File: src/sv/srsg_pkg.sv
// ---------------------------------------------------------------------------
// srsg_pkg
// Types, constants and the strip table of the stroked rectangle generator.
// ---------------------------------------------------------------------------
`timescale 1ns / 1ps
`default_nettype none
package srsg_pkg;

    localparam int EDGE_W   = 32;
    localparam int WIDTH_W  = 31;
    localparam int HALF_W   = 30;
    localparam int EXT_W    = 33;
    localparam int LIMIT_W  = 16;
    localparam int VNUM_W   = 5;
    localparam int IDX_W    = 6;
    localparam int TABLE_N  = 39;

    localparam logic [LIMIT_W-1:0] SQRT2_Q8 = 16'd363;

    localparam logic JOIN_MITER = 1'b0;
    localparam logic JOIN_BEVEL = 1'b1;

    // selector codes: low edge / high edge, minus / none / plus half width
    localparam logic [2:0] SEL_LM = 3'd0;
    localparam logic [2:0] SEL_L  = 3'd1;
    localparam logic [2:0] SEL_LP = 3'd2;
    localparam logic [2:0] SEL_HM = 3'd3;
    localparam logic [2:0] SEL_H  = 3'd4;
    localparam logic [2:0] SEL_HP = 3'd5;

    localparam logic [IDX_W-1:0]  START_MITER_FILL  = 6'd0;
    localparam logic [IDX_W-1:0]  START_MITER_HOLL  = 6'd4;
    localparam logic [IDX_W-1:0]  START_BEVEL_FILL  = 6'd14;
    localparam logic [IDX_W-1:0]  START_BEVEL_HOLL  = 6'd22;
    localparam logic [VNUM_W-1:0] LAST_MITER_FILL   = 5'd3;
    localparam logic [VNUM_W-1:0] LAST_MITER_HOLL   = 5'd9;
    localparam logic [VNUM_W-1:0] LAST_BEVEL_FILL   = 5'd7;
    localparam logic [VNUM_W-1:0] LAST_BEVEL_HOLL   = 5'd16;

    typedef struct packed {
        logic [2:0] xs;
        logic [2:0] ys;
    } t_vsel;

    localparam t_vsel STRIP_TABLE [TABLE_N] = '{
        '{SEL_LM, SEL_LM}, '{SEL_HP, SEL_LM}, '{SEL_LM, SEL_HP}, '{SEL_HP, SEL_HP},
        '{SEL_LM, SEL_LM}, '{SEL_LP, SEL_LP}, '{SEL_HP, SEL_LM}, '{SEL_HM, SEL_LP},
        '{SEL_HP, SEL_HP}, '{SEL_HM, SEL_HM}, '{SEL_LM, SEL_HP}, '{SEL_LP, SEL_HM},
        '{SEL_LM, SEL_LM}, '{SEL_LP, SEL_LP},
        '{SEL_L,  SEL_LM}, '{SEL_H,  SEL_LM}, '{SEL_LM, SEL_L }, '{SEL_HP, SEL_L },
        '{SEL_LM, SEL_H }, '{SEL_HP, SEL_H }, '{SEL_L,  SEL_HP}, '{SEL_H,  SEL_HP},
        '{SEL_LM, SEL_L }, '{SEL_LP, SEL_LP}, '{SEL_L,  SEL_LM}, '{SEL_HM, SEL_LP},
        '{SEL_H,  SEL_LM}, '{SEL_HM, SEL_LP}, '{SEL_HP, SEL_L }, '{SEL_HM, SEL_HM},
        '{SEL_HP, SEL_H }, '{SEL_HM, SEL_HM}, '{SEL_H,  SEL_HP}, '{SEL_LP, SEL_HM},
        '{SEL_L,  SEL_HP}, '{SEL_LP, SEL_HM}, '{SEL_LM, SEL_H }, '{SEL_LP, SEL_LP},
        '{SEL_LM, SEL_L }
    };

    // front stage contents
    typedef struct packed {
        logic signed [EDGE_W-1:0] left;
        logic signed [EDGE_W-1:0] top;
        logic signed [EDGE_W-1:0] right;
        logic signed [EDGE_W-1:0] bottom;
        logic [WIDTH_W-1:0]       width;
        logic signed [EXT_W-1:0]  ext_w;
        logic signed [EXT_W-1:0]  ext_h;
        logic                     bevel;
    } t_front;

    // classified item handed to the back end
    typedef struct packed {
        logic signed [EDGE_W-1:0] left;
        logic signed [EDGE_W-1:0] top;
        logic signed [EDGE_W-1:0] right;
        logic signed [EDGE_W-1:0] bottom;
        logic [HALF_W-1:0]        half;
        logic                     bevel;
        logic                     filled;
    } t_desc;

endpackage
`default_nettype wire

File: src/sv/srsg_front.sv
// ---------------------------------------------------------------------------
// srsg_front
// Accept items, drop negative or unscaled strokes, clamp width, classify fill.
// ---------------------------------------------------------------------------
`timescale 1ns / 1ps
`default_nettype none
module srsg_front
    import srsg_pkg::*;
(
    input  wire logic                      i_clk,
    input  wire logic                      i_rst_n,
    input  wire logic                      i_valid,
    output logic                           o_ready,
    input  wire logic signed [EDGE_W-1:0]  i_rect_left,
    input  wire logic signed [EDGE_W-1:0]  i_rect_top,
    input  wire logic signed [EDGE_W-1:0]  i_rect_right,
    input  wire logic signed [EDGE_W-1:0]  i_rect_bottom,
    input  wire logic signed [EDGE_W-1:0]  i_stroke_width,
    input  wire logic [WIDTH_W-1:0]        i_min_stroke_width,
    input  wire logic                      i_scale_valid,
    input  wire logic                      i_join_style,
    input  wire logic [LIMIT_W-1:0]        i_miter_limit,
    output logic                           o_push,
    output t_desc                          o_desc,
    input  wire logic                      i_q_ready
);

    logic   r_valid;
    t_front r_item;
    t_front n_item;
    logic   n_drop;
    logic   n_accept;

    always_comb begin
        n_drop         = i_stroke_width[EDGE_W-1] | ~i_scale_valid;
        n_item.left    = i_rect_left;
        n_item.top     = i_rect_top;
        n_item.right   = i_rect_right;
        n_item.bottom  = i_rect_bottom;
        n_item.width   = (i_stroke_width[WIDTH_W-1:0] > i_min_stroke_width)
                         ? i_stroke_width[WIDTH_W-1:0] : i_min_stroke_width;
        n_item.ext_w   = EXT_W'(i_rect_right) - EXT_W'(i_rect_left);
        n_item.ext_h   = EXT_W'(i_rect_bottom) - EXT_W'(i_rect_top);
        n_item.bevel   = (i_join_style == JOIN_BEVEL) || (i_miter_limit < SQRT2_Q8);
    end

    assign o_ready  = !r_valid || i_q_ready;
    assign n_accept = i_valid && o_ready;
    assign o_push   = r_valid;

    always_ff @(posedge i_clk) begin
        if (!i_rst_n) begin
            r_valid <= 1'b0;
        end else if (n_accept && !n_drop) begin
            r_valid <= 1'b1;
        end else if (i_q_ready) begin
            r_valid <= 1'b0;
        end
    end

    always_ff @(posedge i_clk) begin
        if (n_accept && !n_drop) begin
            r_item <= n_item;
        end
    end

    // width >= min(ext_w, ext_h) split into two parallel compares
    always_comb begin
        o_desc.left   = r_item.left;
        o_desc.top    = r_item.top;
        o_desc.right  = r_item.right;
        o_desc.bottom = r_item.bottom;
        o_desc.half   = r_item.width[WIDTH_W-1:1];
        o_desc.bevel  = r_item.bevel;
        o_desc.filled = ($signed({2'b00, r_item.width}) >= r_item.ext_w)
                     || ($signed({2'b00, r_item.width}) >= r_item.ext_h);
    end

endmodule
`default_nettype wire

File: src/sv/srsg_queue.sv
// ---------------------------------------------------------------------------
// srsg_queue
// Two-entry queue of classified items between the front and back ends.
// ---------------------------------------------------------------------------
`timescale 1ns / 1ps
`default_nettype none
module srsg_queue
    import srsg_pkg::*;
(
    input  wire logic  i_clk,
    input  wire logic  i_rst_n,
    input  wire logic  i_push,
    input  wire t_desc i_desc,
    output logic       o_ready,
    output logic       o_valid,
    output t_desc      o_desc,
    input  wire logic  i_pop
);

    localparam int DEPTH = 2;
    localparam int PTR_W = $clog2(DEPTH);
    localparam int CNT_W = $clog2(DEPTH + 1);

    t_desc            r_mem [DEPTH];
    logic [PTR_W-1:0] r_wr_ptr;
    logic [PTR_W-1:0] r_rd_ptr;
    logic [CNT_W-1:0] r_count;
    logic             n_wr;
    logic             n_rd;

    assign o_ready = (r_count != CNT_W'(DEPTH));
    assign o_valid = (r_count != '0);
    assign o_desc  = r_mem[r_rd_ptr];
    assign n_wr    = i_push && o_ready;
    assign n_rd    = i_pop && o_valid;

    always_ff @(posedge i_clk) begin
        if (!i_rst_n) begin
            r_wr_ptr <= '0;
            r_rd_ptr <= '0;
            r_count  <= '0;
        end else begin
            if (n_wr) begin
                r_wr_ptr <= r_wr_ptr + PTR_W'(1);
            end
            if (n_rd) begin
                r_rd_ptr <= r_rd_ptr + PTR_W'(1);
            end
            if (n_wr && !n_rd) begin
                r_count <= r_count + CNT_W'(1);
            end else if (n_rd && !n_wr) begin
                r_count <= r_count - CNT_W'(1);
            end
        end
    end

    always_ff @(posedge i_clk) begin
        if (n_wr) begin
            r_mem[r_wr_ptr] <= i_desc;
        end
    end

endmodule
`default_nettype wire

File: src/sv/srsg_back.sv
// ---------------------------------------------------------------------------
// srsg_back
// Step through the strip table and emit one saturated vertex per cycle while the output is not stalled.
// ---------------------------------------------------------------------------
`timescale 1ns / 1ps
`default_nettype none
module srsg_back
    import srsg_pkg::*;
#(
    parameter int COORD_WIDTH = 32
) (
    input  wire logic                     i_clk,
    input  wire logic                     i_rst_n,
    input  wire logic                     i_q_valid,
    input  wire t_desc                    i_q_desc,
    output logic                          o_q_pop,
    output logic                          o_valid,
    input  wire logic                     i_ready,
    output logic signed [EDGE_W-1:0]      o_vertex_x,
    output logic signed [EDGE_W-1:0]      o_vertex_y,
    output logic [VNUM_W-1:0]             o_vertex_number,
    output logic                          o_last_vertex
);

    localparam int SUM_W  = EDGE_W + 2;
    localparam int CW_EFF = (COORD_WIDTH < SUM_W) ? COORD_WIDTH : SUM_W;
    localparam logic signed [SUM_W-1:0] SAT_HI =
        (SUM_W'(1) << (CW_EFF - 1)) - SUM_W'(1);
    localparam logic signed [SUM_W-1:0] SAT_LO = -SAT_HI - SUM_W'(1);

    function automatic logic signed [EDGE_W-1:0] coord_pick(
        input logic [2:0]               code,
        input logic signed [EDGE_W-1:0] lo,
        input logic signed [EDGE_W-1:0] hi,
        input logic [HALF_W-1:0]        half
    );
        logic signed [SUM_W-1:0] base;
        logic signed [SUM_W-1:0] h;
        logic signed [SUM_W-1:0] sum;
        logic signed [SUM_W-1:0] sat;
        base = (code == SEL_LM || code == SEL_L || code == SEL_LP)
               ? SUM_W'(lo) : SUM_W'(hi);
        h    = SUM_W'(half);
        case (code)
            SEL_LM, SEL_HM: sum = base - h;
            SEL_LP, SEL_HP: sum = base + h;
            default:        sum = base;
        endcase
        if (sum > SAT_HI) begin
            sat = SAT_HI;
        end else if (sum < SAT_LO) begin
            sat = SAT_LO;
        end else begin
            sat = sum;
        end
        return sat[EDGE_W-1:0];
    endfunction

    logic              r_busy;
    t_desc             r_desc;
    logic [IDX_W-1:0]  r_start;
    logic [VNUM_W-1:0] r_last;
    logic [VNUM_W-1:0] r_k;
    logic              r_out_valid;
    logic signed [EDGE_W-1:0] r_out_x;
    logic signed [EDGE_W-1:0] r_out_y;
    logic [VNUM_W-1:0] r_out_num;
    logic              r_out_last;

    logic              n_advance;
    logic              n_at_last;
    logic              n_pop;
    t_vsel             n_sel;
    logic [IDX_W-1:0]  n_start;
    logic [VNUM_W-1:0] n_last;
    logic signed [EDGE_W-1:0] n_x;
    logic signed [EDGE_W-1:0] n_y;

    always_comb begin
        n_advance = r_busy && (!r_out_valid || i_ready);
        n_at_last = (r_k == r_last);
        n_pop     = i_q_valid && (!r_busy || (n_advance && n_at_last));
        n_sel     = STRIP_TABLE[r_start + IDX_W'(r_k)];
        n_x       = coord_pick(n_sel.xs, r_desc.left, r_desc.right, r_desc.half);
        n_y       = coord_pick(n_sel.ys, r_desc.top, r_desc.bottom, r_desc.half);
        case ({i_q_desc.bevel, i_q_desc.filled})
            2'b00:   begin n_start = START_MITER_HOLL; n_last = LAST_MITER_HOLL; end
            2'b01:   begin n_start = START_MITER_FILL; n_last = LAST_MITER_FILL; end
            2'b10:   begin n_start = START_BEVEL_HOLL; n_last = LAST_BEVEL_HOLL; end
            default: begin n_start = START_BEVEL_FILL; n_last = LAST_BEVEL_FILL; end
        endcase
    end

    assign o_q_pop = n_pop;

    always_ff @(posedge i_clk) begin
        if (!i_rst_n) begin
            r_busy      <= 1'b0;
            r_out_valid <= 1'b0;
        end else begin
            if (n_pop) begin
                r_busy <= 1'b1;
            end else if (n_advance && n_at_last) begin
                r_busy <= 1'b0;
            end
            if (n_advance) begin
                r_out_valid <= 1'b1;
            end else if (i_ready) begin
                r_out_valid <= 1'b0;
            end
        end
    end

    always_ff @(posedge i_clk) begin
        if (n_pop) begin
            r_desc  <= i_q_desc;
            r_start <= n_start;
            r_last  <= n_last;
            r_k     <= '0;
        end else if (n_advance) begin
            r_k <= r_k + VNUM_W'(1);
        end
        if (n_advance) begin
            r_out_x    <= n_x;
            r_out_y    <= n_y;
            r_out_num  <= r_k;
            r_out_last <= n_at_last;
        end
    end

    assign o_valid         = r_out_valid;
    assign o_vertex_x      = r_out_x;
    assign o_vertex_y      = r_out_y;
    assign o_vertex_number = r_out_num;
    assign o_last_vertex   = r_out_last;

endmodule
`default_nettype wire

File: src/sv/stroked_rect_strip_gen.sv
// One stroked rectangle per input item turns into a triangle strip of 4 or
// 10 vertices (miter join) or 8 or 17 vertices (bevel join, or miter with a
// limit below root two), one vertex per cycle unless the output stalls,
// last one flagged. An item with a negative stroke width or an invalid
// scale is taken and gives no vertices. The back-end vertex sequencer sets
// the rate, with no gap between queued items. An item passes the front
// register, the queue and the sequencer item register, its vertices the
// output register. A two-entry queue lets the front end keep taking items
// while the output stalls. Coordinates saturate to COORD_WIDTH signed bits.
// ---------------------------------------------------------------------------
// stroked_rect_strip_gen
// Stroked rectangle to triangle-strip vertex generator, Q23.8 coordinates.
// ---------------------------------------------------------------------------
`timescale 1ns / 1ps
`default_nettype none
module stroked_rect_strip_gen
    import srsg_pkg::*;
#(
    parameter int COORD_WIDTH = 32
) (
    input  wire logic                      i_clk,
    input  wire logic                      i_rst_n,
    input  wire logic                      i_valid,
    output logic                           o_ready,
    input  wire logic signed [EDGE_W-1:0]  i_rect_left,
    input  wire logic signed [EDGE_W-1:0]  i_rect_top,
    input  wire logic signed [EDGE_W-1:0]  i_rect_right,
    input  wire logic signed [EDGE_W-1:0]  i_rect_bottom,
    input  wire logic signed [EDGE_W-1:0]  i_stroke_width,
    input  wire logic [WIDTH_W-1:0]        i_min_stroke_width,
    input  wire logic                      i_scale_valid,
    input  wire logic                      i_join_style,
    input  wire logic [LIMIT_W-1:0]        i_miter_limit,
    output logic                           o_valid,
    input  wire logic                      i_ready,
    output logic signed [EDGE_W-1:0]       o_vertex_x,
    output logic signed [EDGE_W-1:0]       o_vertex_y,
    output logic [VNUM_W-1:0]              o_vertex_number,
    output logic                           o_last_vertex
);

    logic  w_push;
    t_desc w_push_desc;
    logic  w_q_ready;
    logic  w_q_valid;
    t_desc w_q_desc;
    logic  w_q_pop;

    srsg_front u_front (
        .i_clk              (i_clk),
        .i_rst_n            (i_rst_n),
        .i_valid            (i_valid),
        .o_ready            (o_ready),
        .i_rect_left        (i_rect_left),
        .i_rect_top         (i_rect_top),
        .i_rect_right       (i_rect_right),
        .i_rect_bottom      (i_rect_bottom),
        .i_stroke_width     (i_stroke_width),
        .i_min_stroke_width (i_min_stroke_width),
        .i_scale_valid      (i_scale_valid),
        .i_join_style       (i_join_style),
        .i_miter_limit      (i_miter_limit),
        .o_push             (w_push),
        .o_desc             (w_push_desc),
        .i_q_ready          (w_q_ready)
    );

    srsg_queue u_queue (
        .i_clk   (i_clk),
        .i_rst_n (i_rst_n),
        .i_push  (w_push),
        .i_desc  (w_push_desc),
        .o_ready (w_q_ready),
        .o_valid (w_q_valid),
        .o_desc  (w_q_desc),
        .i_pop   (w_q_pop)
    );

    srsg_back #(
        .COORD_WIDTH (COORD_WIDTH)
    ) u_back (
        .i_clk           (i_clk),
        .i_rst_n         (i_rst_n),
        .i_q_valid       (w_q_valid),
        .i_q_desc        (w_q_desc),
        .o_q_pop         (w_q_pop),
        .o_valid         (o_valid),
        .i_ready         (i_ready),
        .o_vertex_x      (o_vertex_x),
        .o_vertex_y      (o_vertex_y),
        .o_vertex_number (o_vertex_number),
        .o_last_vertex   (o_last_vertex)
    );

endmodule
`default_nettype wire

File: config.mk
export PLATFORM = sky130hd
export DESIGN_NAME = stroked_rect_strip_gen
export DESIGN_NICKNAME = d
export VERILOG_FILES = /design/src/sv/srsg_pkg.sv /design/src/sv/srsg_front.sv /design/src/sv/srsg_queue.sv /design/src/sv/srsg_back.sv /design/src/sv/stroked_rect_strip_gen.sv
export SDC_FILE = /design/constraint.sdc
export NUM_CORES = 1
export LEC_CHECK = 0
export BUFFER_PORTS_ARGS = -buffer_cell sky130_fd_sc_hd__clkbuf_2
export CAP_MARGIN = 10
export CORE_UTILIZATION = 61
export DETAILED_ROUTE_END_ITERATION = 8
export HOLD_SLACK_MARGIN = 0.03
export PLACE_DENSITY_LB_ADDON = 0.15
export SKIP_LAST_GASP = 1
export SYNTH_ARGS = -nofsm -noshare
export SYNTH_HDL_FRONTEND = slang
export SYNTH_HIERARCHICAL = 1
export SYNTH_SLANG_ARGS = --single-unit
File: constraint.sdc
create_clock -name i_clk -period 21.5 [get_ports i_clk]
set_clock_uncertainty 0.2 [all_clocks]
set_input_delay 2.15 -clock i_clk [delete_from_list [all_inputs] [get_ports i_clk]]
set_output_delay 2.15 -clock i_clk [all_outputs]
set_load 0.02 [all_outputs]
==> results.cfg <==
[run_status]
status = finished clean

[synth]
synthSimpleGateAreaFrac = 0.0647
synthMuxAreaShare = 0.0886
synth_top_area_frac = 0.569
ys_ff_latch = 794
synthXorXnorAreaFrac = 0.0406
synth_largest_area_cell = edfxtp_1
yosys-top-cells-area = edfxtp_1 (57%), ha_1 (7.1%), mux2_2 (4.2%)
syn_inst = 3141
yosys-top-cells-count = edfxtp_1 (781), ha_1 (233), inv_1 (213)
synth-edff-count = 781
ys_warn_count = 6
synth_top_family_by_area = compound AO/OA/AOI/OAI gates
synth_ff_type = edfxtp_1
syn_nets = 3592
postSynthAreaPerCell_sq_um = 13.1
synth_most_common_cell = edfxtp_1
syn_area_sq_um = 41200
yosysSeqAreaShare = 0.576
synth-adder-area-share = 0.0732
async_flop_share = 0
synth_compound_area_frac = 0.0981
synth_cell_types = 96

[grt]
grt_pass1_wl_um = 147000
grt_use_met2 = 0.467
overflow = 0
antenna_found_initial = 2
grt_pass1_vias = 25166
grt_usage = 0.288
grt_busiest_layer = met2
grt_use_met1 = 0.405
grt_use_met3 = 0.0362
grt_max_degree = 168

[worst_setup_path]
end_kind = register
crit_fanout = 36
worst-endpoint-required_ns = 21.73
cp_data_arrival_time_ns = 8.33
r2r_cells = 23
crit_type = register to register
crit_path_start_kind = register

[drt]
drtPass1Iterations = 6
wl_per_cell_um = 23.5
wl_um = 99000
drcViolationCount = 0
vias = 25458
vias_per_cell = 6.04
final_antenna_net_count = 0
drt_iter0_drc = 2398

[power]
p_sw_frac = 0.417
peakVddDrop_mv = 0.125
power_density_nw_per_um2 = 167
p_seq_frac = 0.279
clkPwrFrac = 0.191
power.net_switching_mw = 3.14
p_int_mw = 4.40
power_leakage_nw = 17.4
p_comb_frac = 0.531

[sta]
period_needed_ns = 8.10
setup_tns_ns = 0
tightest_slew_ns = 1.13
rsz0062_at_grt = false
setup_viol = 0
min_period_over_period = 0.377
slew_headroom = 0.246
final_hold_viol_count = 0
fmax_mhz = 123
maxSlewViolCount = 0
fin_ws_ns = 13.40

[final_layout]
drive_gt1_frac = 0.218
area_delta_synth_final_pct = 9.43
fin_area_sq_um = 45100
nets = 3735
fin_cells = 4215

[clocking]
cts_tree = built
cts_root_buf = clkbuf_16
postCtsSetupRepairBufs = 0
ctsResizeCount = 0
cts_num_sinks = 794
clock_path_buffers = 3
holdBufCountCts = 0
cts_buffers = 82
worstSkewPairLatency_ns = 0.64
cts.reportedPaths.clkPinSlew_ns = 0.06
htreeDepth = 3

[placed_design]
place.gp.congestion = 0.985
dpl.hpwl_um = 72900
dp.cells = 4064
pre_cts_ws_ns = 13.53
numPortBuffers = 284
place_area_sq_um = 42300

[floorplan]
die_w_um = 262
io_pins = 285
start_util = 0.621
core_sq_um = 66300
die_h_um = 262
rows = 94
design.die.area_sq_um = 68600

[job]
cap_viol_max_count = 0

[worst_hold_path]
hold_class = register to register
hold_depth = 0
layer usage:
metal  wire length (um)  part of all wire
met1              43300              0.44
met2              47000              0.47
met3               5870             0.059
met4               2800             0.028
met5                  0                 0
layout by cell type (no fill, tap or decap), types with 9 or more instances in the layout:
cell type	Yosys	routed
edfxtp_1	781	781
clkbuf_2	0	284
ha_1	233	233
inv_1	213	212
a21oi_1	190	189
o21ai_0	170	170
mux2_2	154	154
nand2_1	149	149
xnor2_1	138	138
nor2_1	119	119
mux2_4	100	100
clkbuf_16	0	83
a21o_1	83	83
xor2_1	51	51
nand4_1	39	39
mux2i_1	39	38
nand3_1	37	37
nand2b_1	29	29
nor3_1	29	28
nor2b_1	28	27
clkinv_1	0	21
buf_4	159	19
a211oi_1	20	19
o21bai_1	18	18
a31oi_1	17	17
or3_1	16	16
o21a_1	15	15
nor4_1	14	14
o211ai_1	14	14
dfxtp_1	13	12
bufinv_16	0	10
clkinv_2	0	10
clkbuf_1	59	10
and2_1	10	9
and4_1	9	9
flip-flops by register name, summed over array words and instances (netlist names), 2 cells and up, named ones only:
signal	flops
u_back/o_vertex_x	32
u_queue/r_count	2
u_back/r_k	5
u_back/r_last	5
u_back/o_vertex_y	32
u_back/o_vertex_number	5
u_back/r_desc	158
u_queue/r_mem	320
u_front/r_item	67
u_back/r_start	2
u_front/o_desc	159
cell families after synthesis:
kind of cell | after synthesis
flops | 794
mux | 295
compound gates | 636
fa+ha+maj | 238
xor+xnor | 190
buf+inv | 460
simple gates | 528
power groups by stage:
stage | registers, mW | clock network, mW | logic, mW
floorplan | 2.19 | 0 | 2.83
global placement | 2.13 | 0 | 3.86
detailed placement | 2.13 | 0 | 3.94
CTS | 2.10 | 1.46 | 3.96
global route | 2.11 | 1.51 | 4.37
finish | 2.10 | 1.44 | 4.00
stage by stage:
stage	utilization	hold slack [ns]	power [mW]
6_report	0.679	0.242	7.54
2_1_floorplan	-	0.251	5.02
3_5_place_dp	0.638	0.229	6.07
5_1_grt	0.679	0.247	8.00
4_1_cts	0.679	0.241	7.52
3_3_place_gp	0.638	0.222	5.99
final timing paths:
path	slack [ns]	end	start
max reg2reg	13.40	u_back/o_vertex_y[27]	u_back/r_k[1]
min reg2reg	0.24	u_queue/r_mem[1][48]	u_front/o_desc[48]
min	0.24	u_queue/r_mem[1][48]	u_front/o_desc[48]
max	13.40	u_back/o_vertex_y[27]	u_back/r_k[1]
final cells by class:
class | count | area (sq um)
flip-flops and latches | 794 | 23700
fillers | 4677 | 21300
multi-input cells | 1887 | 15100
clock buffers | 93 | 2110
repair buffers | 305 | 1600
well taps | 864 | 1080
inverters | 214 | 808
clock inverters | 57 | 627
diodes | 1 | 2.50
critical path: stages (launching register included):
cell       delay, ns
dfxtp_1         0.44
ha_1            0.25
inv_1           0.07
fa_1            0.88
inv_1           0.27
ha_1            0.39
o2111ai_1       0.21
mux2i_1         0.16
o21ai_0         0.45
mux2_2          0.70
o21ai_0         0.24
xnor2_1         0.18
ha_1            0.36
a21oi_1         0.26
nand2_1         0.10
o311ai_1        0.69
nor3_1          0.12
a221oi_1        0.47
and2_0          0.33
nor2_1          0.08
o32ai_2         0.34
a211oi_2        0.05
buf_4           0.23
o311ai_0        0.38
Note: power is estimated with default switching activity, not from simulation.
